==> config.mk <==
export PLATFORM = sky130hd
export DESIGN_NAME = box_average_downsample
export DESIGN_NICKNAME = d
export VERILOG_FILES = /design/src/rtl/bxavg_pkg.sv /design/src/rtl/box_average_downsample.sv /design/src/rtl/bxavg_fifo.sv /design/src/rtl/bxavg_front.sv /design/src/rtl/bxavg_div.sv
export SDC_FILE = /design/constraint.sdc
export NUM_CORES = 1
export LEC_CHECK = 0
export ABC_AREA = 1
export BUFFER_PORTS_ARGS = -buffer_cell sky130_fd_sc_hd__buf_2
export CAP_MARGIN = 20
export CORE_ASPECT_RATIO = 0.7
export CORE_MARGIN = 2
export CORE_UTILIZATION = 65
export CTS_CLUSTER_DIAMETER = 80
export DETAILED_ROUTE_END_ITERATION = 10
export HOLD_SLACK_MARGIN = 0.02
export PLACE_DENSITY = 0.84
export SLEW_MARGIN = 10
export SYNTH_ARGS = -nofsm -noshare
export SYNTH_HDL_FRONTEND = slang
export SYNTH_SLANG_ARGS = --single-unit
export TNS_END_PERCENT = 100
==> constraint.sdc <==
create_clock -name clk -period 6.8 [get_ports clk]
set_input_delay 1.02 -clock clk [delete_from_list [all_inputs] [get_ports clk]]
set_output_delay 1.02 -clock clk [all_outputs]
set_load 0.01 [all_outputs]
==> src/rtl/bxavg_pkg.sv <==
// bxavg_pkg: shared widths and reset constants for the box average downsampler.
// No dependencies; used by every module under rtl/ except bxavg_fifo.
package bxavg_pkg;

	localparam int unsigned SAMPLE_W = 16;  // sample and average word width
	localparam int unsigned CFG_W    = 9;   // group size register width

	localparam logic [CFG_W-1:0] GROUP_SIZE_RESET = 9'd4;

endpackage

==> src/rtl/box_average_downsample.sv <==
// box_average_downsample: top level of the box-filter average downsampler.
// Depends on bxavg_pkg, bxavg_front, bxavg_fifo and bxavg_div.
//
//  port group       | dir | handshake                      | word
//  -----------------+-----+--------------------------------+-----------------------
//  sample           | in  | sample_valid / sample_stall    | sample[15:0]
//  average          | out | average_valid / average_stall  | average[15:0]
//  group_size       | in  | group_size_wr (no wait)        | group_size[8:0]
//
//  Flow: the front takes one sample word per cycle unless the queue is full.
//  Each closed group goes through a shift-subtract divider at one quotient
//  bit per cycle; a two-entry queue absorbs bursts, so groups with at least
//  as many samples as a division takes cycles stream at full rate.
//  Reset (arst_n low, asynchronous) clears the sum, count, queue and divider
//  and sets the group size to 4. Stall on sample only rises while the queue
//  is full; a result waits in the output register while the divider goes on.
module box_average_downsample #(
	parameter int unsigned MAX_GROUP = 256
) (
	input  logic                           clk,
	input  logic                           arst_n,
	input  logic                           group_size_wr,
	input  logic [bxavg_pkg::CFG_W-1:0]    group_size,
	input  logic                           sample_valid,
	output logic                           sample_stall,
	input  logic [bxavg_pkg::SAMPLE_W-1:0] sample,
	output logic                           average_valid,
	input  logic                           average_stall,
	output logic [bxavg_pkg::SAMPLE_W-1:0] average
);

	// effective group size never exceeds MAX_GROUP or the 9-bit register
	localparam int unsigned SIZE_CAP =
		(MAX_GROUP < (1 << bxavg_pkg::CFG_W)) ? MAX_GROUP : ((1 << bxavg_pkg::CFG_W) - 1);
	localparam int unsigned SIZE_W   = $clog2(SIZE_CAP + 1);
	localparam int unsigned SUM_W    = bxavg_pkg::SAMPLE_W + $clog2(SIZE_CAP + 1);
	localparam int unsigned ENTRY_W  = SUM_W + SIZE_W;

	logic                 grp_push;
	logic [SUM_W-1:0]     front_sum;
	logic [SIZE_W-1:0]    front_size;
	logic                 queue_full;
	logic                 queue_not_empty;
	logic                 queue_pop;
	logic [ENTRY_W-1:0]   queue_out;

	bxavg_front #(
		.MAX_GROUP (SIZE_CAP),
		.SIZE_W    (SIZE_W),
		.SUM_W     (SUM_W)
	) u_front (
		.clk           (clk),
		.arst_n        (arst_n),
		.group_size_wr (group_size_wr),
		.group_size    (group_size),
		.sample_valid  (sample_valid),
		.sample_stall  (sample_stall),
		.sample        (sample),
		.grp_push      (grp_push),
		.grp_sum       (front_sum),
		.grp_size      (front_size),
		.queue_full    (queue_full)
	);

	bxavg_fifo #(
		.DATA_W (ENTRY_W)
	) u_queue (
		.clk       (clk),
		.arst_n    (arst_n),
		.push      (grp_push),
		.push_data ({front_sum, front_size}),
		.full      (queue_full),
		.pop       (queue_pop),
		.not_empty (queue_not_empty),
		.pop_data  (queue_out)
	);

	bxavg_div #(
		.SIZE_W (SIZE_W),
		.SUM_W  (SUM_W)
	) u_div (
		.clk           (clk),
		.arst_n        (arst_n),
		.grp_ready     (queue_not_empty),
		.grp_sum       (queue_out[ENTRY_W-1:SIZE_W]),
		.grp_size      (queue_out[SIZE_W-1:0]),
		.grp_pop       (queue_pop),
		.average_valid (average_valid),
		.average_stall (average_stall),
		.average       (average)
	);

endmodule

==> src/rtl/bxavg_fifo.sv <==
// bxavg_fifo: two-entry queue between the accumulator front and the divider back.
// Depends on nothing; data width is a parameter.
module bxavg_fifo #(
	parameter int unsigned DATA_W = 33
) (
	input  logic              clk,
	input  logic              arst_n,
	input  logic              push,
	input  logic [DATA_W-1:0] push_data,
	output logic              full,
	input  logic              pop,
	output logic              not_empty,
	output logic [DATA_W-1:0] pop_data
);

	logic [DATA_W-1:0] mem_q [2];
	logic              wr_ptr_q;
	logic              rd_ptr_q;
	logic [1:0]        fill_q;

	logic do_push;
	logic do_pop;

	assign full      = (fill_q == 2'd2);
	assign not_empty = (fill_q != 2'd0);
	assign do_push   = push && !full;
	assign do_pop    = pop && not_empty;
	assign pop_data  = mem_q[rd_ptr_q];

	always_ff @(posedge clk) begin
		if (do_push) begin
			mem_q[wr_ptr_q] <= push_data;
		end
	end

	always_ff @(posedge clk or negedge arst_n) begin
		if (!arst_n) begin
			wr_ptr_q <= 1'b0;
			rd_ptr_q <= 1'b0;
			fill_q   <= 2'd0;
		end else begin
			if (do_push) begin
				wr_ptr_q <= !wr_ptr_q;
			end
			if (do_pop) begin
				rd_ptr_q <= !rd_ptr_q;
			end
			case ({do_push, do_pop})
				2'b10:   fill_q <= fill_q + 2'd1;
				2'b01:   fill_q <= fill_q - 2'd1;
				default: fill_q <= fill_q;
			endcase
		end
	end

endmodule

==> src/rtl/bxavg_front.sv <==
// bxavg_front: group size register, running sum and sample counter.
// Depends on bxavg_pkg; hands each closed group (sum, size) to the queue.
module bxavg_front #(
	parameter int unsigned MAX_GROUP = 256,
	parameter int unsigned SIZE_W    = 9,
	parameter int unsigned SUM_W     = 24
) (
	input  logic                           clk,
	input  logic                           arst_n,
	input  logic                           group_size_wr,
	input  logic [bxavg_pkg::CFG_W-1:0]    group_size,
	input  logic                           sample_valid,
	output logic                           sample_stall,
	input  logic [bxavg_pkg::SAMPLE_W-1:0] sample,
	output logic                           grp_push,
	output logic [SUM_W-1:0]               grp_sum,
	output logic [SIZE_W-1:0]              grp_size,
	input  logic                           queue_full
);

	localparam int unsigned RESET_SIZE =
		(32'(bxavg_pkg::GROUP_SIZE_RESET) > MAX_GROUP) ? MAX_GROUP
		: 32'(bxavg_pkg::GROUP_SIZE_RESET);

	logic [SIZE_W-1:0] eff_size_q;
	logic [SUM_W-1:0]  sum_q;
	logic [SIZE_W-1:0] count_q;

	logic [31:0]       wr_size32;
	logic [SIZE_W-1:0] wr_eff;
	logic              take;
	logic [SUM_W-1:0]  sum_next;
	logic [SIZE_W-1:0] count_next;
	logic              closes;

	// zero means one, anything above MAX_GROUP saturates
	always_comb begin
		wr_size32 = 32'(group_size);
		if (wr_size32 == 32'd0) begin
			wr_eff = SIZE_W'(1);
		end else if (wr_size32 > MAX_GROUP) begin
			wr_eff = SIZE_W'(MAX_GROUP);
		end else begin
			wr_eff = SIZE_W'(wr_size32);
		end
	end

	assign sample_stall = queue_full;
	assign take         = sample_valid && !sample_stall;
	assign sum_next     = sum_q + SUM_W'(sample);
	assign count_next   = count_q + SIZE_W'(1);
	assign closes       = (count_next == eff_size_q);

	assign grp_push = take && closes;
	assign grp_sum  = sum_next;
	assign grp_size = eff_size_q;

	always_ff @(posedge clk or negedge arst_n) begin
		if (!arst_n) begin
			eff_size_q <= SIZE_W'(RESET_SIZE);
			sum_q      <= '0;
			count_q    <= '0;
		end else if (group_size_wr) begin
			// a write drops any partial group
			eff_size_q <= wr_eff;
			sum_q      <= '0;
			count_q    <= '0;
		end else if (take) begin
			if (closes) begin
				sum_q   <= '0;
				count_q <= '0;
			end else begin
				sum_q   <= sum_next;
				count_q <= count_next;
			end
		end
	end

endmodule

==> src/rtl/bxavg_div.sv <==
// bxavg_div: restoring divider, one quotient bit per cycle, plus the output register.
// Depends on bxavg_pkg; pulls (sum, size) pairs from the queue.
module bxavg_div #(
	parameter int unsigned SIZE_W = 9,
	parameter int unsigned SUM_W  = 24
) (
	input  logic                           clk,
	input  logic                           arst_n,
	input  logic                           grp_ready,
	input  logic [SUM_W-1:0]               grp_sum,
	input  logic [SIZE_W-1:0]              grp_size,
	output logic                           grp_pop,
	output logic                           average_valid,
	input  logic                           average_stall,
	output logic [bxavg_pkg::SAMPLE_W-1:0] average
);

	localparam int unsigned STEP_W = $clog2(SUM_W);

	typedef enum logic [1:0] {
		ST_IDLE,
		ST_RUN,
		ST_FINISH
	} state_t;

	state_t                          state_q;
	logic [SUM_W-1:0]                dvd_q;    // dividend in, quotient out
	logic [SIZE_W-1:0]               dvs_q;
	logic [SIZE_W-1:0]               rem_q;
	logic [STEP_W-1:0]               step_q;
	logic                            out_valid_q;
	logic [bxavg_pkg::SAMPLE_W-1:0]  average_q;

	logic [SIZE_W:0] rem_sh;
	logic            ge;
	logic [SIZE_W:0] rem_sub;
	logic            out_free;

	assign rem_sh   = {rem_q, dvd_q[SUM_W-1]};
	assign ge       = (rem_sh >= {1'b0, dvs_q});
	assign rem_sub  = rem_sh - {1'b0, dvs_q};
	assign out_free = !out_valid_q || !average_stall;

	assign grp_pop       = (state_q == ST_IDLE) && grp_ready;
	assign average_valid = out_valid_q;
	assign average       = average_q;

	always_ff @(posedge clk or negedge arst_n) begin
		if (!arst_n) begin
			state_q     <= ST_IDLE;
			dvd_q       <= '0;
			dvs_q       <= '0;
			rem_q       <= '0;
			step_q      <= '0;
			out_valid_q <= 1'b0;
			average_q   <= '0;
		end else begin
			// a new word loads as the old one leaves, otherwise valid drops on accept
			if ((state_q == ST_FINISH) && out_free) begin
				out_valid_q <= 1'b1;
			end else if (out_valid_q && !average_stall) begin
				out_valid_q <= 1'b0;
			end
			unique case (state_q)
				ST_IDLE: begin
					if (grp_ready) begin
						dvd_q   <= grp_sum;
						dvs_q   <= grp_size;
						rem_q   <= '0;
						step_q  <= STEP_W'(SUM_W - 1);
						state_q <= ST_RUN;
					end
				end
				ST_RUN: begin
					rem_q <= ge ? rem_sub[SIZE_W-1:0] : rem_sh[SIZE_W-1:0];
					dvd_q <= {dvd_q[SUM_W-2:0], ge};
					if (step_q == '0) begin
						state_q <= ST_FINISH;
					end else begin
						step_q <= step_q - STEP_W'(1);
					end
				end
				ST_FINISH: begin
					// sum <= size * 0xFFFF, so the quotient fits the sample width
					if (out_free) begin
						average_q <= dvd_q[bxavg_pkg::SAMPLE_W-1:0];
						state_q   <= ST_IDLE;
					end
				end
				default: state_q <= ST_IDLE;
			endcase
		end
	end

endmodule

# After elaboration in Yosys (flattened, before gate mapping)
# Memories as Yosys holds them, arrays and structs flattened.
# Cells that the tools add are included.
# op_classes
n_addsub,6
n_reduce_logical,26
n_mux,25
eq_ne,10
order_cmp,2
# ops
op,count
$mux W25,4
$mux W9,7
$pmux W25 S2,1
$add A25 B16 Y25,1
$pmux W9 S2,1
$ge A10 B9 Y1,1
$mux W5,2
$pmux W5 S2,1
$reduce_bool A2 Y1,5
$add A9 B1 Y9 const B,1
$eq A9 B9 Y1,1
$gt A9 B9 Y1 const B,1
$logic_not A9 Y1,1
$sub A9 B9 Y9,1
$logic_and A1 B1 Y1,7
$eq A2 B2 Y1 const B,3
$mux W2,3
$ne A2 B1 Y1 const B,3
$pmux W2 S3,1
$reduce_and A2 Y1,3
$reduce_and A3 Y1,2
$logic_not A1 Y1,5
$logic_not A5 Y1,1
$sub A5 B1 Y5 const B,1
8 further kinds,12
# word_totals
word_cells,83
input_bits,30
output_inout_bits,18
n_memories,1
regBits,114
ram_bits,68
# mem_list
memory,words,width,read_ports,rd_clocked_by_memory_dff,wr,line_no,text
u_queue.mem_q,2,34,1,0,1,bxavg_fifo.sv:16,logic [DATA_W-1:0] mem_q [2];

# Depth between registers and ports, before layout
# logic_depth
ltp_word,7
mapped_depth,15
depth_no_buf,15

# Hierarchy
# A second synthesis with hierarchy kept.
# hier_totals
cells_unflattened,1249
hier_area_um2,10423.7
# by_module_without_submodules
module,cells_each,seq_area_each_um2,n_inst,area_each_um2
bxavg_front,643,1077.3,1,3781.1
bxavg_div,397,1676.6,1,3578.4
bxavg_fifo,209,2142.1,1,3064.2

# Worst setup path after synthesis
# Ideal clock, no wire load.
# synth_path
kind,reg-to-reg
startpoint,register u_front.count_q[0]
endpoint,"memory u_queue.mem_q[1][0] in the netlist's numbering, enable pin"
period_less_slack_ps,3349
slack_ps,3451
t_arrival_ps,2923
required_time_ps,6375
path_buffers,0
setup_ps,425
path_stages_with_launch,11
cell_sequence,dfrtp_1 > ha_1 > nand2_4 > nor2_4 > nand2_1 > nand2_1 > and2_4 > nor2_2 > nor2_2 > nand3_1 > nor2_1
# synth_between
elab_chain_len,6
# synth_lines
item,line_no,text
from (decl),bxavg_front.sv:27,logic [SIZE_W-1:0] count_q;
from (signal assigned),bxavg_front.sv:74,count_q <= count_next;
$add A9 B1 Y9,bxavg_front.sv:51,assign count_next = count_q + SIZE_W'(1);
$eq A9 B9 Y1,bxavg_front.sv:52,assign closes = (count_next == eff_size_q);
$logic_and A1 B1 Y1,bxavg_front.sv:54,assign grp_push = take && closes;
$logic_and A1 B1 Y1,bxavg_fifo.sv:26,assign do_push = push && !full;
$mux W1,bxavg_fifo.sv:31,if (do_push) begin
$mux W1 (not written as such),bxavg_fifo.sv:32,mem_q[wr_ptr_q] <= push_data;
to (decl),bxavg_fifo.sv:16,
# No other way between the ends.

# Final worst setup path
# layout_path
startpoint,register u_div.state_q[0]
endpoint,register u_div.dvd_q[24]
# layout_between
elab_chain_len,3
elab_cells_between_ends,6
classes_between,eq/ne (2); mux (1); reduce/logical (3)
# layout_lines
item,line_no,text
from (decl),bxavg_div.sv:26,state_t state_q;
from (signal assigned),bxavg_div.sv:50,state_q <= ST_IDLE;
from (signal assigned),bxavg_div.sv:71,state_q <= ST_RUN;
from (signal assigned),bxavg_div.sv:78,state_q <= ST_FINISH;
$eq A2 B1 Y1 or $logic_not A2 Y1 (tied branches),bxavg_div.sv:64,unique case (state_q)
$reduce_bool A2 Y1 (no line) or $ne A2 B1 Y1 (tied branches),-,
$reduce_and A2 Y1 (no line),-,
to (signal assigned),bxavg_div.sv:67,dvd_q <= grp_sum;
to (signal assigned),bxavg_div.sv:76,"dvd_q <= {dvd_q[SUM_W-2:0], ge};"
to (decl),bxavg_div.sv:27,logic [SUM_W-1:0] dvd_q;
# Several ways; a longest one is shown, not always the timed one.
# A chain may end at the register's enable or synchronous reset.

==> summary by stage <==
Outcome
The flow ran to the end, and the final reports show no timing, DRC or antenna violations.

Placed design
The total half-perimeter wirelength after legalization and detailed placement is 13800 um. The last weighted congestion value of the routability-driven placer is 0.950. The pre-CTS setup slack is 3.82 ns. The count of buffers added on input and output ports is 47.

Synthesis
The proportion of synthesized area in mux cells is 2.88%. Counting flops with a built-in enable in the synthesized netlist gives 68. After synthesis the netlist holds a flip-flop and latch count of 182. The most repeated cell in the gate-level netlist after synthesis is sky130_fd_sc_hd__nand2_1. The leading area contributor after synthesis is sky130_fd_sc_hd__dfrtp_1.

The xor-xnor portion of the synthesized cell area is 2.15%. The fraction of synthesized cell area taken by the top area cell type is 30.1%. After synthesis, the share of flip-flops with an asynchronous set or reset is 62.6%.

The synthesized netlist devotes 9.92% of its cell area to compound gates. Of the total synthesized cell area, the portion taken by AND, OR, NAND and NOR gates is 21.5%. In this run the cell area of the synthesized design comes to 0.00939 mm^2.

The post-synthesis share of cell area spent on full adders, half adders and majority gates is 4.29%. In the synthesized netlist the dominant register cell turns out to be sky130_fd_sc_hd__dfrtp_1. Counting every instance in the synthesized netlist gives 1050. Ranked by total cell area, the synthesized netlist is headed by sky130_fd_sc_hd__dfrtp_1 30%, sky130_fd_sc_hd__edfxtp_1 22%, sky130_fd_sc_hd__nand2_1 11%, sky130_fd_sc_hd__inv_1 5.2%, sky130_fd_sc_hd__o21ai_0 4.7%.

The post-synthesis net count is 1111. The warning count from the yosys run is 0. By count the netlist is led by 268 x sky130_fd_sc_hd__nand2_1, 131 x sky130_fd_sc_hd__inv_1, 113 x sky130_fd_sc_hd__dfrtp_1, 89 x sky130_fd_sc_hd__o21ai_0, 71 x sky130_fd_sc_hd__nor2_1. The number of distinct library cell variants in the gate-level netlist after synthesis is 44.

A synthesized cell averages 8.94 um^2. Sequential elements use 52.2% of the synthesized area. After synthesis, the largest family of logic cells by area is simple AND/OR/NAND/NOR gates.

Timing
For the finished layout, the period the worst path requires is 3.03 ns. The max-slew violation count is 0. For this run, the top clock speed supported by timing is 0.330 GHz. At the pin with the least slew margin, the transition time is 0.904 ns. The count of endpoints failing hold in the final timing report is 0.

In the final timing run, aggregate negative setup slack is 0 ns. Setup repair after global routing left no endpoint under its margin. The number of setup violations in the final report is 0. Hold is met by 0.478 ns. The worst-case headroom to the max-slew limit is 39.6%.

Once routing completed, OpenROAD measured the worst setup slack at 3.77 ns. Clock skew on the completed layout was measured at 0.00893 ns. The final critical path takes up 44.5% of the cycle.

Floorplanning
The die area is 0.0154 mm^2. For this configuration, the core starts out at a cell density of 67.0%. The horizontal die dimension is 148 um. The core outline area is 0.0140 mm^2. The floorplan has 36 rows. During I/O placement, the number of pins put on the boundary was 48. The height of the die is 105 um.

Worst setup path
The kind of capture point of the worst setup path is a register. The start-to-end type of the worst setup path is register to register. The largest fanout on the critical path is 33. Measured in cells, the most critical reg-to-reg path has a length of 7. For the worst setup path, the data arrival time is 3.31 ns. At the worst endpoint, the required time is 7.08 ns. The worst setup path is launched from a register.

Route
The final routed wirelength across all metal layers is 20100 um. The number of design rule violations left after detail routing is 0. The number of nets with antenna violations after detailed routing is 0.

The via count of the routed design is 7199. After detailed routing, the average wire length per cell comes to 15.5 um. After the first detailed-routing iteration, the DRC count stood at 727. The detailed-routing iteration count for the pre-antenna-repair pass is 5.

The via density per instance is 5.55.

Layout
At the end of the flow, the number of nets in the layout was 1155. The layout overhead on the synthesized area is 10.2%. At the end of the flow the core is filled with cells to 73.8%. The fraction of final layout cells with drive strength greater than 1 is 14.1%.

CTS
The quantity of hold-fixing buffers added after cts is 0. The CTS tree is yes. The count of instances resized after the clock tree is built is 0. The maximum buffer depth of the clock tree is 2. The number of H-tree branching levels is 4. The clock slew at the register clock pins of the worst setup and hold paths is 0.07 ns. The clock insertion delay at the later pin of the skew report is 0.43 ns. The number of buffers created by CTS is 17. The post-CTS setup repair buffer count is 0. The clock sink count is 182. The master cell of the clock root buffer is sky130_fd_sc_hd__clkbuf_16.

Global route
For this run, the total global-route usage over all layers was measured as 27.8%. The total congestion overflow is 0. The maximum number of pins on one net before global-route repair is 84. The initial antenna violation count is 1. The first global-routing pass estimated 33600 um of wire. The number of global-route vias before repair is 6744.

Min path
The number of cells traversed by the worst hold path is 0. The min-delay analysis places its worst path in the category register to register.

Job
The number of maximum-capacitance violations is 0.

Pwr
Dividing total power by cell area gives a power density of 399 mW/mm^2. The peak ir drop on the vdd network is 0.000210 V. The static leakage is 4.81 nW.
-- cell families (layout without fill, tap and decap cells) --
| kind of cell | after synthesis | in the layout |
|---|---|---|
| other | 0 | 1 |
| buffers and inverters | 166 | 223 |
| DFF | 182 | 182 |
| AOI/OAI and AO/OA | 165 | 165 |
| xor gates and xnor gates | 23 | 23 |
| and+or+nand+nor | 459 | 459 |
| adders and majority gates | 31 | 31 |
| muxes | 24 | 24 |
-- flip-flops by register name, summed over array words and instances (netlist names) --
name and cells:
u_div.average 16, u_div.average_valid 1, u_div.dvd_q 25, u_div.dvs_q 9, u_div.rem_q 9, u_div.state_q 2, u_div.step_q 5, u_front.count_q 9
u_front.grp_size 9, u_front.sum_q 25, u_queue.fill_q 2, u_queue.mem_q 68, u_queue.rd_ptr_q 1, u_queue.wr_ptr_q 1
-- cells in the final DEF (no fill, tap or decap), types with 13 or more instances in the layout --
| cell | n |
|---|---|
| sky130_fd_sc_hd__nand2_1 | 268 |
| sky130_fd_sc_hd__inv_1 | 131 |
| sky130_fd_sc_hd__dfrtp_1 | 113 |
| sky130_fd_sc_hd__o21ai_0 | 89 |
| sky130_fd_sc_hd__nor2_1 | 68 |
| sky130_fd_sc_hd__edfxtp_1 | 68 |
| sky130_fd_sc_hd__nand3_1 | 62 |
| sky130_fd_sc_hd__buf_2 | 46 |
| sky130_fd_sc_hd__ha_1 | 29 |
| sky130_fd_sc_hd__a21oi_1 | 24 |
| sky130_fd_sc_hd__mux2_2 | 24 |
| sky130_fd_sc_hd__clkbuf_16 | 17 |
| sky130_fd_sc_hd__o22ai_1 | 16 |
| sky130_fd_sc_hd__xor2_1 | 15 |
| sky130_fd_sc_hd__nand3_2 | 13 |
-- final cells by class --
cell class	instances	area (um^2)
inverters	135	507
clock inverters	11	101
multi-input cells	702	3830
well taps	190	238
clock buffers	21	440
repair buffers	56	325
flip-flops and latches	182	4900
diodes	1	2.50
fillers	964	3670
-- through the flow --
step	cell area [um^2]	power [mW]	cells
finish	10300	4.13	1298
floorplan	9390	2.77	1050
CTS	10300	4.12	1296
global route	10300	4.44	1297
global placement	9770	3.12	1264
detailed placement	9770	3.18	1264
-- per-layer routing --
| metal | vias up | GRT usage (%) | routed length, um |
|---|---|---|---|
| met5 | - | 0 | 0 |
| met4 | 0 | 7.55 | 270 |
| met3 | 25 | 5.59 | 1410 |
| met2 | 231 | 40.6 | 8740 |
| met1 | 3387 | 42.8 | 9690 |
| li1 | 3556 | - | - |
-- worst paths after layout --
path                       slack [ns]                start                  end
max                              3.77     u_div.state_q[0]      u_div.dvd_q[24]
min                              0.48  u_front.grp_size[8]  u_queue.mem_q[0][8]
max reg2reg                      3.77     u_div.state_q[0]      u_div.dvd_q[24]
min reg2reg                      0.48  u_front.grp_size[8]  u_queue.mem_q[0][8]
max in group asynchronous        5.23               arst_n  u_front.grp_size[2]
min in group asynchronous        0.52               arst_n     u_div.average[5]
-- where the power goes --
group	internal (mW)	switching (mW)	total, mW
Clock	0.506	0.415	0.921
Combinational	0.593	1.06	1.65
Sequential	1.42	0.138	1.56
Total	2.52	1.61	4.13
-- critical path: stages, from the launching register on --
cell and delay (ns):
sky130_fd_sc_hd__dfrtp_1 0.38, sky130_fd_sc_hd__inv_1 0.07, sky130_fd_sc_hd__nor2_2 0.03, sky130_fd_sc_hd__buf_4 0.23
sky130_fd_sc_hd__inv_1 0.70, sky130_fd_sc_hd__nand2_1 0.69, sky130_fd_sc_hd__inv_1 0.61, sky130_fd_sc_hd__o21ai_0 0.17
Note: power is estimated with default switching activity, not from simulation.
